$ cat src/vector_magnitude_limit_2d_assert.svh
// ---------------------------------------------------------------------------
// Assertion macros for the vector magnitude limiter
// Concurrent checks clocked on clk and quiet while rst_n is low.
// ---------------------------------------------------------------------------
`ifndef VECTOR_MAGNITUDE_LIMIT_2D_ASSERT_SVH
`define VECTOR_MAGNITUDE_LIMIT_2D_ASSERT_SVH
`ifndef SYNTHESIS
`define VML_ASSERT(label, prop) \
    label: assert property (@(posedge clk) disable iff (!rst_n) (prop)) \
        else $error("vml assertion failed");
`define VML_ASSERT_IMPLY(label, ante, cons) \
    label: assert property (@(posedge clk) disable iff (!rst_n) (ante) |-> (cons)) \
        else $error("vml implication failed");
`else
`define VML_ASSERT(label, prop)
`define VML_ASSERT_IMPLY(label, ante, cons)
`endif
`endif

$ cat src/vml_pkg.sv
// ---------------------------------------------------------------------------
// vml_pkg
// Shared constants and types of the vector magnitude limiter.
// ---------------------------------------------------------------------------
package vml_pkg;

    localparam int DATA_WIDTH_DEF = 16;

    // per-word side flags carried down the cell chains
    typedef struct packed {
        logic clamp;
        logic neg_x;
        logic neg_y;
    } vml_flag_t;

    localparam int FLAG_W = $bits(vml_flag_t);

endpackage

$ cat src/vml_sqrt_cell.sv
// ---------------------------------------------------------------------------
// vml_sqrt_cell
// One digit step of the integer square root: resolves one root bit.
// ---------------------------------------------------------------------------
module vml_sqrt_cell
    import vml_pkg::*;
#(
    parameter int W  = DATA_WIDTH_DEF,
    parameter int PW = 8
)
(
    input  logic            clk,
    input  logic            rst_n,
    input  logic            en,
    input  logic            in_valid,
    input  logic [2*W-1:0]  in_src,
    input  logic [W+1:0]    in_rem,
    input  logic [W-1:0]    in_root,
    input  logic [PW-1:0]   in_pay,
    output logic            out_valid,
    output logic [2*W-1:0]  out_src,
    output logic [W+1:0]    out_rem,
    output logic [W-1:0]    out_root,
    output logic [PW-1:0]   out_pay
);

    logic [W+3:0] r2;
    logic [W+3:0] trial;
    logic [W+3:0] diff;
    logic         ge;

    // bring in two radicand bits and try the next root bit
    always_comb
    begin
        r2    = {in_rem, in_src[2*W-1 -: 2]};
        trial = {2'b00, in_root, 2'b01};
        diff  = r2 - trial;
        ge    = (r2 >= trial);
    end

    always_ff @(posedge clk or negedge rst_n)
    begin
        if (!rst_n)
        begin
            out_valid <= 1'b0;
        end
        else if (en)
        begin
            out_valid <= in_valid;
        end
    end

    always_ff @(posedge clk)
    begin
        if (en)
        begin
            out_src  <= {in_src[2*W-3:0], 2'b00};
            out_rem  <= ge ? diff[W+1:0] : r2[W+1:0];
            out_root <= {in_root[W-2:0], ge};
            out_pay  <= in_pay;
        end
    end

endmodule

$ cat config.mk
export PLATFORM = sky130hd
export DESIGN_NAME = vml_sqrt_cell
export DESIGN_NICKNAME = d
export VERILOG_FILES = /design/src/vector_magnitude_limit_2d_assert.svh /design/src/vml_pkg.sv /design/src/vml_sqrt_cell.sv
export SDC_FILE = /design/constraint.sdc
export NUM_CORES = 1
export LEC_CHECK = 0
export BUFFER_PORTS_ARGS = -buffer_cell sky130_fd_sc_hd__buf_4
export CAP_MARGIN = 20
export CORE_MARGIN = 2
export CORE_UTILIZATION = 40
export DETAILED_ROUTE_END_ITERATION = 16
export GPL_ROUTABILITY_DRIVEN = 1
export PLACE_DENSITY = 0.78
export RECOVER_POWER = 100
export SLEW_MARGIN = 5
export SYNTH_ARGS = -nofsm -noshare
export SYNTH_HDL_FRONTEND = slang
export SYNTH_SLANG_ARGS = --single-unit
$ cat constraint.sdc
create_clock -name clk -period 0.8 [get_ports clk]
set_input_delay 0.04 -clock clk [delete_from_list [all_inputs] [get_ports clk]]
set_output_delay 0.04 -clock clk [all_outputs]
set_load 0.01 [all_outputs]
# Word-level counts from Yosys, hierarchy flattened

Cells that the tools add are included.

Bits in registers: 73
Input port bits: 78
Output and inout port bits: 75
Word-level logic and storage cells: 8

Add/subtract/negate cells: 1
$lt $le $gt $ge: 1
Multiplexer cells: 1

Operators with widths:

| operator                                                       | number |
|---|---|
| 20-bit by 18-bit greater-or-equal comparator with 1-bit output | 1 |
| 18-bit two-way mux                                             | 1 |
| 18-bit subtractor                                              | 1 |

# Depth between registers and ports, before layout

Gate-level depths: netlist (run 1).

Depth in word-level cells: 2
Mapped depth: 11
Depth with buffers taken out: 9

# Least setup slack after synthesis (run 1)

No wires, ideal clock.

Path kind: input to register
Start point: in in_root[7]
End point: reg out_rem[10], data pin
Library setup time: 0.260 ns
Arrival: 1.754 ns
Setup slack: -1.214 ns
Stages on the path: 11
Buffers on the path: 2
Cell sequence: inv_1 -> ha_1 -> buf_2 -> nand2_1 -> nor2_1 -> nand3_1 -> nor2_1 -> o21ai_2 -> o211ai_4 -> buf_6 -> mux2_2

Cells in the longest elaborated chain, start to end: 2
Elaborated cells on any way between the ends: 3
Classes of those cells: add/sub: 1; order compare: 1; mux: 1

Ends and longest elaborated chain:

| item                                                           | line                | text |
|---|---|---|
| start: declaration                                             | vml_sqrt_cell.sv:18 | `input logic [W-1:0] in_root,` |
| 20-bit by 18-bit greater-or-equal comparator with 1-bit output | vml_sqrt_cell.sv:38 | `ge = (r2 >= trial);` |
| net ge                                                         | vml_sqrt_cell.sv:30 | `logic ge;` |
| 18-bit two-way mux                                             | vml_sqrt_cell.sv:58 | `out_rem <= ge ? diff[W+1:0] : r2[W+1:0];` |
| end signal: assignment                                         | vml_sqrt_cell.sv:58 |  |
| end: declaration                                               | vml_sqrt_cell.sv:22 | `output logic [W+1:0] out_rem,` |

The timed path passes the listed nets, and every way through them passes these cells.
A chain may end at the register's enable or synchronous reset.

# Worst setup path in the final report (run 1)

Start point: in in_rem[1]
End point: reg out_rem[6], data pin

Cells in the longest elaborated chain, start to end: 2
Elaborated cells on any way between the ends: 3
Classes of those cells: add/sub: 1; order compare: 1; mux: 1

Ends and longest elaborated chain:

| item                                                                                                       | line                                     | text |
|---|---|---|
| start: declaration                                                                                         | vml_sqrt_cell.sv:17                      | `input logic [W+1:0] in_rem,` |
| 18-bit subtractor / 20-bit by 18-bit greater-or-equal comparator with 1-bit output (equally long branches) | vml_sqrt_cell.sv:37, vml_sqrt_cell.sv:38 |  |
| 18-bit two-way mux (*)                                                                                     | vml_sqrt_cell.sv:58                      |  |

Mark *: on every way between the ends. The rest lies on a longest branch, timed or not.

==> results of run 1 <==
routing by layer:
metal | global-route usage [%] | share of wire [%]
met1 | 36.63 | 37
met2 | 54.28 | 48
met3 | 6.827 | 10
met4 | 12.68 | 4.9
met5 | 0 | 0
metrics by stage:
stage          total power (W)  util (%)  hold WS (ns)  cells
6_report               0.01233     79.18    -0.0006550    627
5_1_grt                0.01258     79.18       0.01492    627
4_1_cts                0.01175     78.67     -0.002502    625
3_5_place_dp          0.007746     65.70       -0.1826    547
3_3_place_gp          0.007636     65.70       -0.1830    547
2_1_floorplan         0.006214         -       -0.2556    241
final timing paths:
check                        endpoint  slack [ns]
max in group asynchronous   out_valid        0.12
min in group asynchronous   out_valid        0.57
max                        out_rem[6]       -0.99
min reg2reg                 out_valid        0.58
min                        out_rem[7]     -0.0007
max reg2reg                 out_valid        0.01
report_power, final:
group | switching [W] | internal (W)
logic | 0.00162 | 0.00204
registers | 0.000245 | 0.00467
clock network | 0.00166 | 0.00209
timing repair:
item	in CTS	in global routing
buffers inserted	6	2
pin swaps	8	1
gates resized for setup	57	21
endpoints found under the hold margin	57	0
hold buffers	56	0
endpoints found under the setup margin	92	93
worst max-delay path, cell delays in order:
cell	delay [ns]
buf_8	0.10
ha_4	0.24
o211ai_1	0.35
a21oi_4	0.08
nor2b_4	0.18
o21ai_2	0.09
o21ai_2	0.19
o211ai_4	0.15
buf_4	0.20
mux2_2	0.30
logic make-up after synthesis:
| group | count (synthesis) | share of synthesized area (%) |
|---|---|---|
| other | 1 | 0.1098 |
| buffers and inverters | 26 | 3.371 |
| xor gates and xnor gates | 14 | 3.591 |
| AOI/OAI and AO/OA | 43 | 9.564 |
| adders and majority gates | 18 | 6.596 |
| DFF | 73 | 64.05 |
| and+or+nand+nor | 46 | 6.560 |
| muxes | 19 | 6.156 |
cell type report:
type                    count  area share (%)
flip-flops and latches     73           33.45
well taps                 105           2.009
multi-input cells         142           21.81
repair buffers            271           37.45
clock buffers              10           1.952
inverters                  20           1.569
clock inverters             6           1.760
cell usage after synthesis, types with 3 or more instances:
master	number	area [µm²]
a211oi_1	3	22.52
a21oi_1	15	75.07
a31oi_1	3	18.77
edfxtp_1	72	2162
ha_1	18	225.2
inv_1	20	75.07
mux2_2	14	157.7
mux2i_1	3	30.03
nand2_1	12	45.04
nand2b_1	3	18.77
nand3_1	5	25.02
nor2_1	11	41.29
nor3_1	6	30.03
o21a_1	6	45.04
xnor2_1	10	87.58
xor2_1	4	35.03
state kept, by name, summed over array words and instances, names as in the netlist:
signal,cells
out_rem,18
out_valid,1
out_root,16
out_pay,8
out_src,30
==> summary.md, run 1 <==
| Metric | Value |
|---|---|
| H-tree Lvls | `3` |
| Seq cells post-synth | `73` |
| Fin. max-slew vios | `0` |
| Total Neg Setup Slack | `-29.62 ns` |
| Die Width | `96.39 µm` |
| DRT Pass-1 Iters | `5` |
| Part of the Yosys area used for sequential elements | `64.05%` |
| Via/cell ratio | `5.651` |
| Violated checks | `negative hold slack, negative setup slack` |
| Worst Setup Start Kind | `input port` |
| Leak | `2.794 nW` |
| Clk root buf | `clkbuf_8` |
| Synth Flop Type | `edfxtp_1` |
| Post-route clock skew | `0 ns` |
| Clock sink total | `73` |
| Routability cong. | `0.8147` |
| Fin. Hold Viols | `1` |
| Max Fclk | `557.3 MHz` |
| Pwr dens | `1886 nW/µm²` |
| Clock transition at the registers of the reported paths | `0.09 ns` |
| Critical Path RT | `0.91 ns` |
| Critical path class | `input port to flop` |
| Number of global-route vias before repair | `3,509` |
| Crit. Startpoint | `in_rem[1]` |
| Share of layout cells above drive strength 1 | `53.83%` |
| Nets@finish | `613` |
| Min Hold Slack | `-0.0006550 ns` |
| Gr usage total | `30.90%` |
| Clock period minus worst slack | `1.794 ns` |
| Kind of end point of the critical path | `flop` |
| DP Area | `5425 µm²` |
| CP Max Fanout | `3` |
| Vias | `3,543` |
| Worst Path Arrival | `1.91 ns` |
| Fill cells | `413` |
| Number of synthesized flops with an enable pin | `72` |
| Synth Instances | `240` |
| Synth warnings | `0` |
| Unique masters post-synth | `44` |
| Chip height | `96.39 µm` |
| Core Box Area | `8258 µm²` |
| Async SR Flop Fraction | `1.370%` |
| Port Buffer Count | `150` |
| Max_slew headroom | `54.16%` |
| Cell Rows | `33` |
| Hold depth | `2` |
| Largest net degree at the start of global routing | `24` |
| Setup violations, final | `117` |
| Area occupied by multi-input gates | `1426 µm²` |
| Clk buf depth | `2` |
| Detailed-route wire length | `15,750 µm` |
| Peak supply drop | `0.001122 V` |
| Hpwl dp | `7506 µm` |
| GRT Residual Overflow | `0` |
| Slew @ Worst Pin | `0.6876 ns` |
| Synth Cell Area | `3415 µm²` |
| Die footprint | `9291 µm²` |
| First-pass GRT wire length | `20,470 µm` |
| Sequential Area | `2187 µm²` |
| Outcome | `complete, but fails checks` |
| Reg-to-Reg Start | `out_valid` |
| Initial Utilization | `41.35%` |
| Area grow syn2layout | `91.50%` |
| Initial drt markers | `362` |
| Pre-CTS setup slack | `-1.288 ns` |
| Final period utilization | `224.3%` |
| Unrepaired setup endpoints after global routing | `true` |
| Cells on worst reg2reg path | `1` |
| ANT nets after route | `0` |
| Commonest non-fill, non-tap cell in the layout | `buf_4` |
| CTS tree | `yes` |
| CTS Buf Count | `9` |
| Drt wl/cell | `25.12 µm` |
| # diodes | `0` |
| Setup ws final | `-0.9943 ns` |
| Initial antenna violation count | `0` |
| DRC violations left | `0` |
| Clock latency at the later pin of the worst-skew pair | `0.37 ns` |
| Max-Cap Viols | `0` |
| Syn Area/Cell | `14.23 µm²` |
| Hold crit path type | `input port to flop` |
| Io pins | `153` |
| Commonest non-fill, non-tap cells in the layout | `buf_4, buf_6, edfxtp_1` |
| Post-route cell area | `6539 µm²` |
| Hold Startpoint | `in_rem[5]` |
Power figures use the tool's default switching activity.
==> run 2, diff against run 1 <==
--- a/config.mk
+++ b/config.mk
@@ -8,10 +8,10 @@
 export BUFFER_PORTS_ARGS = -buffer_cell sky130_fd_sc_hd__buf_4
 export CAP_MARGIN = 20
 export CORE_MARGIN = 2
-export CORE_UTILIZATION = 40
+export CORE_UTILIZATION = 41
 export DETAILED_ROUTE_END_ITERATION = 16
 export GPL_ROUTABILITY_DRIVEN = 1
-export PLACE_DENSITY = 0.78
+export PLACE_DENSITY = 0.79
 export RECOVER_POWER = 100
 export SLEW_MARGIN = 5
 export SYNTH_ARGS = -nofsm -noshare
==> constraint.sdc (replaced) <==
create_clock -name clk -period 2.3 [get_ports clk]
set_input_delay 0.115 -clock clk [delete_from_list [all_inputs] [get_ports clk]]
set_output_delay 0.115 -clock clk [all_outputs]
set_load 0.01 [all_outputs]
==> summary.md, run 2 (synthesized netlist as in run 1, its figures left out) <==
| Metric | Value |
|---|---|
| Outcome | `completed (was complete, but fails checks)` |
| Nets@finish | `563 (was 613)` |
| Hpwl dp | `6335 µm (was 7506 µm)` |
| Die Width | `95.26 µm (was 96.39 µm)` |
| DRC violations left | `0 (unchanged)` |
| Largest registers | `out_src: 30 flops, out_rem: 18 flops, out_root: 16 flops (unchanged)` |
| Core Box Area | `8134 µm² (was 8258 µm²)` |
| Critical path class | `input port to flop (unchanged)` |
| Hold depth | `2 (unchanged)` |
| Drt wl/cell | `18.30 µm (was 25.12 µm)` |
| Critical Path RT | `2.40 ns (was 0.91 ns)` |
| Max-Cap Viols | `0 (unchanged)` |
| Clk buf depth | `2 (unchanged)` |
| FF-to-FF End | `out_valid (unchanged)` |
| Clk root buf | `clkbuf_8 (unchanged)` |
| Cells on worst reg2reg path | `1 (unchanged)` |
| Via/cell ratio | `5.023 (was 5.651)` |
| Fill cells | `652 (was 413)` |
| Post-route cell area | `5218 µm² (was 6539 µm²)` |
| Reg2reg setup slack | `1.53 ns (was 0.01 ns)` |
| DP Area | `4748 µm² (was 5425 µm²)` |
| Io pins | `153 (unchanged)` |
| CP endpoint | `out_rem[14] (was out_rem[6])` |
| Grt met3 use | `6.482% (was 6.827%)` |
| H-tree Lvls | `3 (unchanged)` |
| Crit-path max cell delay | `0.52 ns (was 0.35 ns)` |
| Chip height | `95.26 µm (was 96.39 µm)` |
| Gr usage total | `22.80% (was 30.90%)` |
| CP Max Fanout | `18 (was 3)` |
| CP cell instances | `dlygate4sd3_1 > clkbuf_4 > inv_1 > ha_1 > a2111oi_1 > clkbuf_1 > o211ai_1 > buf_12 > mux2_1 (was buf_8 > ha_4 > o211ai_1 > a21oi_4 > nor2b_4 > o21ai_2 > o21ai_2 > o211ai_4 > buf_4 > mux2_2)` |
| Port Buffer Count | `150 (unchanged)` |
| # diodes | `0 (unchanged)` |
| Peak supply drop | `0.0003023 V (was 0.001122 V)` |
| Fin. Hold Viols | `0 (was 1)` |
| Setup violations, final | `0 (was 117)` |
| Post-route clock skew | `0 ns (unchanged)` |
| Detailed-route wire length | `10,560 µm (was 15,750 µm)` |
| Fin. max-slew vios | `0 (unchanged)` |
| Max reg flops | `30 (unchanged)` |
| Share of layout cells above drive strength 1 | `25.21% (was 53.83%)` |
| Initial drt markers | `202 (was 362)` |
| Min Hold Slack | `0.06782 ns (was -0.0006550 ns)` |
| DRT Pass-1 Iters | `4 (was 5)` |
| Final Util | `64.14% (was 79.18%)` |
| CTS tree | `yes (unchanged)` |
| GRT Residual Overflow | `0 (unchanged)` |
| First-pass GRT wire length | `15,270 µm (was 20,470 µm)` |
| Crit. Startpoint | `in_root[14] (was in_rem[1])` |
| Largest net degree at the start of global routing | `48 (was 24)` |
| Worst Path Arrival | `2.24 ns (was 1.91 ns)` |
| Max Fclk | `466.8 MHz` |
| Slew @ Worst Pin | `1.144 ns (was 0.6876 ns)` |
| M2 GR Usage | `40.85% (was 54.28%)` |
| Pwr dens | `686.8 nW/µm² (was 1886 nW/µm²)` |
| Highest-delay cell along the critical path | `dlygate4sd3_1 (was o211ai_1)` |
| Area grow syn2layout | `52.80% (was 91.50%)` |
| Clock latency at the later pin of the worst-skew pair | `0.34 ns (was 0.37 ns)` |
| M1 GR Usage | `24.74% (was 36.63%)` |
| Vias | `2,898 (was 3,543)` |
| Number of global-route vias before repair | `2,916 (was 3,509)` |
| Clock sink total | `73 (unchanged)` |
| Hold Startpoint | `in_rem[14] (was in_rem[5])` |
| Most used routing layer | `met2 (unchanged)` |
| Cell Rows | `33 (unchanged)` |
| Commonest non-fill, non-tap cells in the layout | `clkbuf_1, edfxtp_1, dlygate4sd3_1 (was buf_4, buf_6, edfxtp_1)` |
| Final period utilization | `93.13%` |
| Die footprint | `9074 µm² (was 9291 µm²)` |
| Unrepaired setup endpoints after global routing | `false (was true)` |
| Sequential Area | `2187 µm² (unchanged)` |
| Kind of end point of the critical path | `flop (unchanged)` |
| Hold crit path type | `input port to flop (unchanged)` |
| Max_slew headroom | `23.72% (was 54.16%)` |
| Routability cong. | `0.7539 (was 0.8147)` |
| Leak | `2.109 nW (was 2.794 nW)` |
| Initial antenna violation count | `0 (unchanged)` |
| Largest Register | `out_src (unchanged)` |
| Area occupied by multi-input gates | `1099 µm² (was 1426 µm²)` |
| Clock period minus worst slack | `2.142 ns` |
| Initial Utilization | `41.98% (was 41.35%)` |
| CTS Buf Count | `9 (unchanged)` |
| Worst Setup Start Kind | `input port (unchanged)` |
| Reg-to-Reg Start | `out_valid (unchanged)` |
| ANT nets after route | `0 (unchanged)` |
| Total Neg Setup Slack | `0 ns (was -29.62 ns)` |
| Commonest non-fill, non-tap cell in the layout | `clkbuf_1 (was buf_4)` |
| Clock transition at the registers of the reported paths | `0.08 ns (was 0.09 ns)` |
-- run 2: changes by cell type in the layout (fill, tap and decap cells not counted), sizes merged --
cell,delta
buf,-130
clkbuf,+81
clkinvlp,+2
clkinv,-1
bufinv,-1
dlygate4sd3,-1
-- run 2: layout make-up --
cell class,instances,area share [%]
tap,105,2.518
clock inverter,6,1.751
clock buffer,10,2.446
sequential,73,41.92
timing repair buffer,221,28.87
multi-input combinational,142,21.06
inverter,20,1.439
-- run 2: timing repair --
action / CTS / global route
setup endpoints to repair: 0 / 14
hold buffers: 55 / 0
endpoints found under the hold margin: 55 / 0
setup buffers: 0 / 1
resized for setup: 0 / 0
-- run 2: power breakdown --
group	switching [W]	leakage, nW	internal [W]
sequential	0.0000474	0.717	0.00162
clock	0.000518	0.0991	0.000615
combinational	0.000404	1.29	0.000376
-- run 2: how the worst min path moves through the flow --
stage / end / slack [ns]
floorplan: out_valid / -0.18
global placement: out_valid / -0.11
detailed placement: out_valid / -0.11
finish: out_rem[16] / 0.07
global route: out_rem[16] / 0.07
CTS: out_rem[16] / 0.05
-- run 2: through the flow --
stage               std cells  setup slack, ns  total power, W
detailed placement        505          0.01969        0.002478
global route              577          0.08038        0.003722
finish                    577           0.1579        0.003583
floorplan                 241           0.2112        0.002063
CTS                       576          0.05261        0.003658
global placement          505          0.03213        0.002456
-- run 2: layer usage --
metal / wire length [µm] / up-vias
met5: 0 / -
met4: 367 / 0
met3: 1036 / 37
met2: 5258 / 152
met1: 3898 / 1360
li1: - / 1349
-- run 2: worst max-delay path: cells and delay by family --
kind / cells / cell delay (ns)
AOI/OAI and AO/OA: 2 / 0.59
adders and majority gates: 1 / 0.19
muxes: 1 / 0.31
buffers and inverters: 5 / 1.03
==> run 3, diff against run 2 <==
--- a/config.mk
+++ b/config.mk
@@ -5,13 +5,14 @@
 export SDC_FILE = /design/constraint.sdc
 export NUM_CORES = 1
 export LEC_CHECK = 0
+export ABC_AREA = 1
 export BUFFER_PORTS_ARGS = -buffer_cell sky130_fd_sc_hd__buf_4
 export CAP_MARGIN = 20
 export CORE_MARGIN = 2
 export CORE_UTILIZATION = 41
 export DETAILED_ROUTE_END_ITERATION = 16
 export GPL_ROUTABILITY_DRIVEN = 1
-export PLACE_DENSITY = 0.79
+export PLACE_DENSITY = 0.78
 export RECOVER_POWER = 100
 export SLEW_MARGIN = 5
 export SYNTH_ARGS = -nofsm -noshare
==> summary.md, run 3 <==
| Metric | Value |
|---|---|
| Largest Register | `out_src (unchanged)` |
| Initial drt markers | `201 (was 202)` |
| CTS Buf Count | `9 (unchanged)` |
| Most common cell in the netlist | `nand2_1 (was edfxtp_1)` |
| Outcome | `completed (unchanged)` |
| Cells on worst reg2reg path | `1 (unchanged)` |
| Routability cong. | `0.8906 (was 0.7539)` |
| Detailed-route wire length | `10,750 µm (was 10,560 µm)` |
| CP Max Fanout | `8 (was 18)` |
| Worst Path Arrival | `2.28 ns (was 2.24 ns)` |
| Hpwl dp | `7369 µm (was 6335 µm)` |
| Gr usage total | `21.99% (was 22.80%)` |
| Synth Instances | `349 (was 240)` |
| Reg-to-Reg Start | `out_valid (unchanged)` |
| Max-Cap Viols | `0 (unchanged)` |
| Area grow syn2layout | `49.62% (was 52.80%)` |
| Initial Utilization | `41.78% (was 41.98%)` |
| Area occupied by multi-input gates | `1230 µm² (was 1099 µm²)` |
| Drt wl/cell | `15.75 µm (was 18.30 µm)` |
| Clock latency at the later pin of the worst-skew pair | `0.34 ns (about the same)` |
| Commonest non-fill, non-tap cell in the layout | `nand2_1 (was clkbuf_1)` |
| Number of synthesized flops with an enable pin | `72 (unchanged)` |
| Synth Flop Type | `edfxtp_1 (unchanged)` |
| CP endpoint | `out_rem[12] (was out_rem[14])` |
| DRC violations left | `0 (unchanged)` |
| Leak | `2.446 nW (was 2.109 nW)` |
| Die Width | `97.82 µm (was 95.26 µm)` |
| Largest family of logic cells by synthesized area | `simple AND/OR/NAND/NOR gates (was compound AO/OA/AOI/OAI gates)` |
| H-tree Lvls | `3 (unchanged)` |
| Kind of end point of the critical path | `flop (unchanged)` |
| Core Box Area | `8636 µm² (was 8134 µm²)` |
| Largest registers | `out_src: 30 flops, out_rem: 18 flops, out_root: 16 flops (unchanged)` |
| Synth Cell Area | `3608 µm² (was 3415 µm²)` |
| Hold crit path type | `input port to flop (unchanged)` |
| Clk root buf | `clkbuf_8 (unchanged)` |
| Worst Setup Start Kind | `input port (unchanged)` |
| Commonest non-fill, non-tap cells in the layout | `nand2_1, clkbuf_1, edfxtp_1 (was clkbuf_1, edfxtp_1, dlygate4sd3_1)` |
| Post-route clock skew | `0 ns (unchanged)` |
| Async SR Flop Fraction | `1.370% (unchanged)` |
| Sequential Area | `2187 µm² (unchanged)` |
| Via/cell ratio | `4.706 (was 5.023)` |
| Initial antenna violation count | `0 (unchanged)` |
| Unrepaired setup endpoints after global routing | `false (unchanged)` |
| Peak supply drop | `0.0003512 V (was 0.0003023 V)` |
| Area contributors post-synth | `edfxtp_1, nand2_1, ha_1, inv_1, xor2_1 (was edfxtp_1, ha_1, mux2_2, xnor2_1, a21oi_1)` |
| First-pass GRT wire length | `16,520 µm (was 15,270 µm)` |
| Final period utilization | `95.14% (was 93.13%)` |
| DP Area | `4847 µm² (was 4748 µm²)` |
| # diodes | `0 (unchanged)` |
| Vias | `3,214 (was 2,898)` |
| Overall Power | `0.003539 W (was 0.003583 W)` |
| Synth area leader | `edfxtp_1 (unchanged)` |
| Chip height | `97.82 µm (was 95.26 µm)` |
| Max reg flops | `30 (unchanged)` |
| GRT Residual Overflow | `0 (unchanged)` |
| Reg2reg setup slack | `1.54 ns (was 1.53 ns)` |
| ANT nets after route | `0 (unchanged)` |
| Critical path class | `input port to flop (unchanged)` |
| Port Buffer Count | `150 (unchanged)` |
| Post-synthesis mux area share | `0.3121% (was 6.156%)` |
| Unique masters post-synth | `26 (was 44)` |
| Clock transition at the registers of the reported paths | `0.09 ns (was 0.08 ns)` |
| Clk buf depth | `2 (unchanged)` |
| Fin. Hold Viols | `0 (unchanged)` |
| DRT Pass-1 Iters | `4 (unchanged)` |
| Post-route cell area | `5399 µm² (was 5218 µm²)` |
| Min Hold Slack | `0.04701 ns (was 0.06782 ns)` |
| Clock period minus worst slack | `2.188 ns (was 2.142 ns)` |
| Part of the Yosys area used for sequential elements | `60.61% (was 64.05%)` |
| Post-Synth Simple-Gate Area | `20.60% (was 6.559%)` |
| Area fraction in compound gates after synthesis | `2.774% (was 9.564%)` |
| Crit. Startpoint | `in_root[8] (was in_root[14])` |
| Synth Area in XOR/XNOR | `2.635% (was 3.591%)` |
| Synth top cells by count | `nand2_1, edfxtp_1, inv_1 (was edfxtp_1, inv_1, ha_1)` |
| Fin. max-slew vios | `0 (unchanged)` |
| Seq cells post-synth | `73 (unchanged)` |
| Clock sink total | `73 (unchanged)` |
| Fill cells | `729 (was 652)` |
| Critical Path RT | `2.39 ns (was 2.40 ns)` |
| Slew @ Worst Pin | `0.9889 ns (was 1.144 ns)` |
| CTS tree | `yes (unchanged)` |
| Max_slew headroom | `34.07% (was 23.72%)` |
| Largest net degree at the start of global routing | `43 (was 48)` |
| Pwr dens | `655.5 nW/µm² (was 686.8 nW/µm²)` |
| FF-to-FF End | `out_valid (unchanged)` |
| Io pins | `153 (unchanged)` |
| Number of global-route vias before repair | `3,303 (was 2,916)` |
| Synth warnings | `0 (unchanged)` |
| Cell Rows | `34 (was 33)` |
| Max Fclk | `457.0 MHz (was 466.8 MHz)` |
| Die footprint | `9568 µm² (was 9074 µm²)` |
| Total Neg Setup Slack | `0 ns (unchanged)` |
| Setup violations, final | `0 (unchanged)` |
| Syn Area/Cell | `10.34 µm² (was 14.23 µm²)` |
| Yosys top cell area share | `59.92% (was 63.32%)` |
| Share of layout cells above drive strength 1 | `19.48% (was 25.21%)` |
| Adder-cell share of the synthesized area | `6.241% (was 6.596%)` |
| Nets@finish | `666 (was 563)` |
## run 3: cell types whose count changed after synthesis, moves of 5 or more
cell      change
nand3_1       +7
nand2_1     +110
mux2_2       -13
o21a_1        -6
nand3b_1      +6
xnor2_1       -9
inv_1        +30
nand3_2       +6
nor2_1        +5
## run 3: logic make-up after synthesis
| group | count (synthesis) |
|---|---|
| adders and majority gates | 18 |
| muxes | 1 |
| DFF | 73 |
| and+or+nand+nor | 171 |
| AOI/OAI and AO/OA | 19 |
| xor gates and xnor gates | 10 |
| buffers and inverters | 56 |
| other | 1 |
## run 3: repair_timing
| action | in CTS | in global routing |
|---|---|---|
| setup buffers | 0 | 5 |
| gates resized for setup | 0 | 6 |
| hold buffers | 55 | 0 |
| setup endpoints to repair | 0 | 16 |
| hold endpoints to repair | 55 | 0 |
## run 3: worst min-delay path by stage
stage,from,end,cells after the start,slack [ns]
finish,in_rem[3],out_rem[5],3,0.05
detailed placement,rst_n,out_valid,1,-0.11
global route,in_rem[2],out_rem[4],3,0.04
floorplan,rst_n,out_valid,0,-0.18
global placement,rst_n,out_valid,1,-0.11
CTS,in_rem[3],out_rem[5],3,0.03
## run 3: worst max-delay path, stage by stage
cell	delay (ns)
dlygate4sd3_1	0.55
clkbuf_4	0.14
inv_1	0.04
ha_1	0.33
nand2_1	0.11
inv_1	0.07
nand2_1	0.07
nand2_1	0.06
nand3b_1	0.25
nand2_4	0.16
nand2_8	0.09
buf_4	0.16
nand2_1	0.07
nand2_1	0.06
## run 3: cell type report
class,count,share of cell area (%)
Clock buffer,10,2.364
Inverter,51,3.592
Timing Repair Buffer,213,26.58
Sequential cell,73,40.51
Multi-Input combinational cell,222,22.78
Clock inverter,6,1.669
Tap cell,108,2.503
## run 3: metrics by stage
stage               std cells  utilization [%]  setup WS, ns
finish                    683            62.52        0.1117
global route              683            62.52       0.01103
CTS                       677            65.02       0.03500
detailed placement        606            56.13        0.2290
global placement          606            56.13        0.2691
floorplan                 350                -        0.7016
## run 3: report_power, final
part           leakage, nW  total [W]  switching (W)  internal [W]
logic                 1.62   0.000754       0.000430      0.000324
registers            0.716    0.00166      0.0000420       0.00162
clock network        0.107    0.00113       0.000508      0.000618
## run 3: metal layers
metal | routed length (µm) | share of wire, % | global-route usage (%) | vias to the layer above
met2 | 5478 | 51 | 38.62 | 134
li1 | - | - | - | 1585
met4 | 187 | 1.7 | 5.662 | 0
met1 | 4338 | 40 | 26.85 | 1481
met5 | 0 | 0 | 0 | -
met3 | 750 | 7.0 | 6.156 | 14
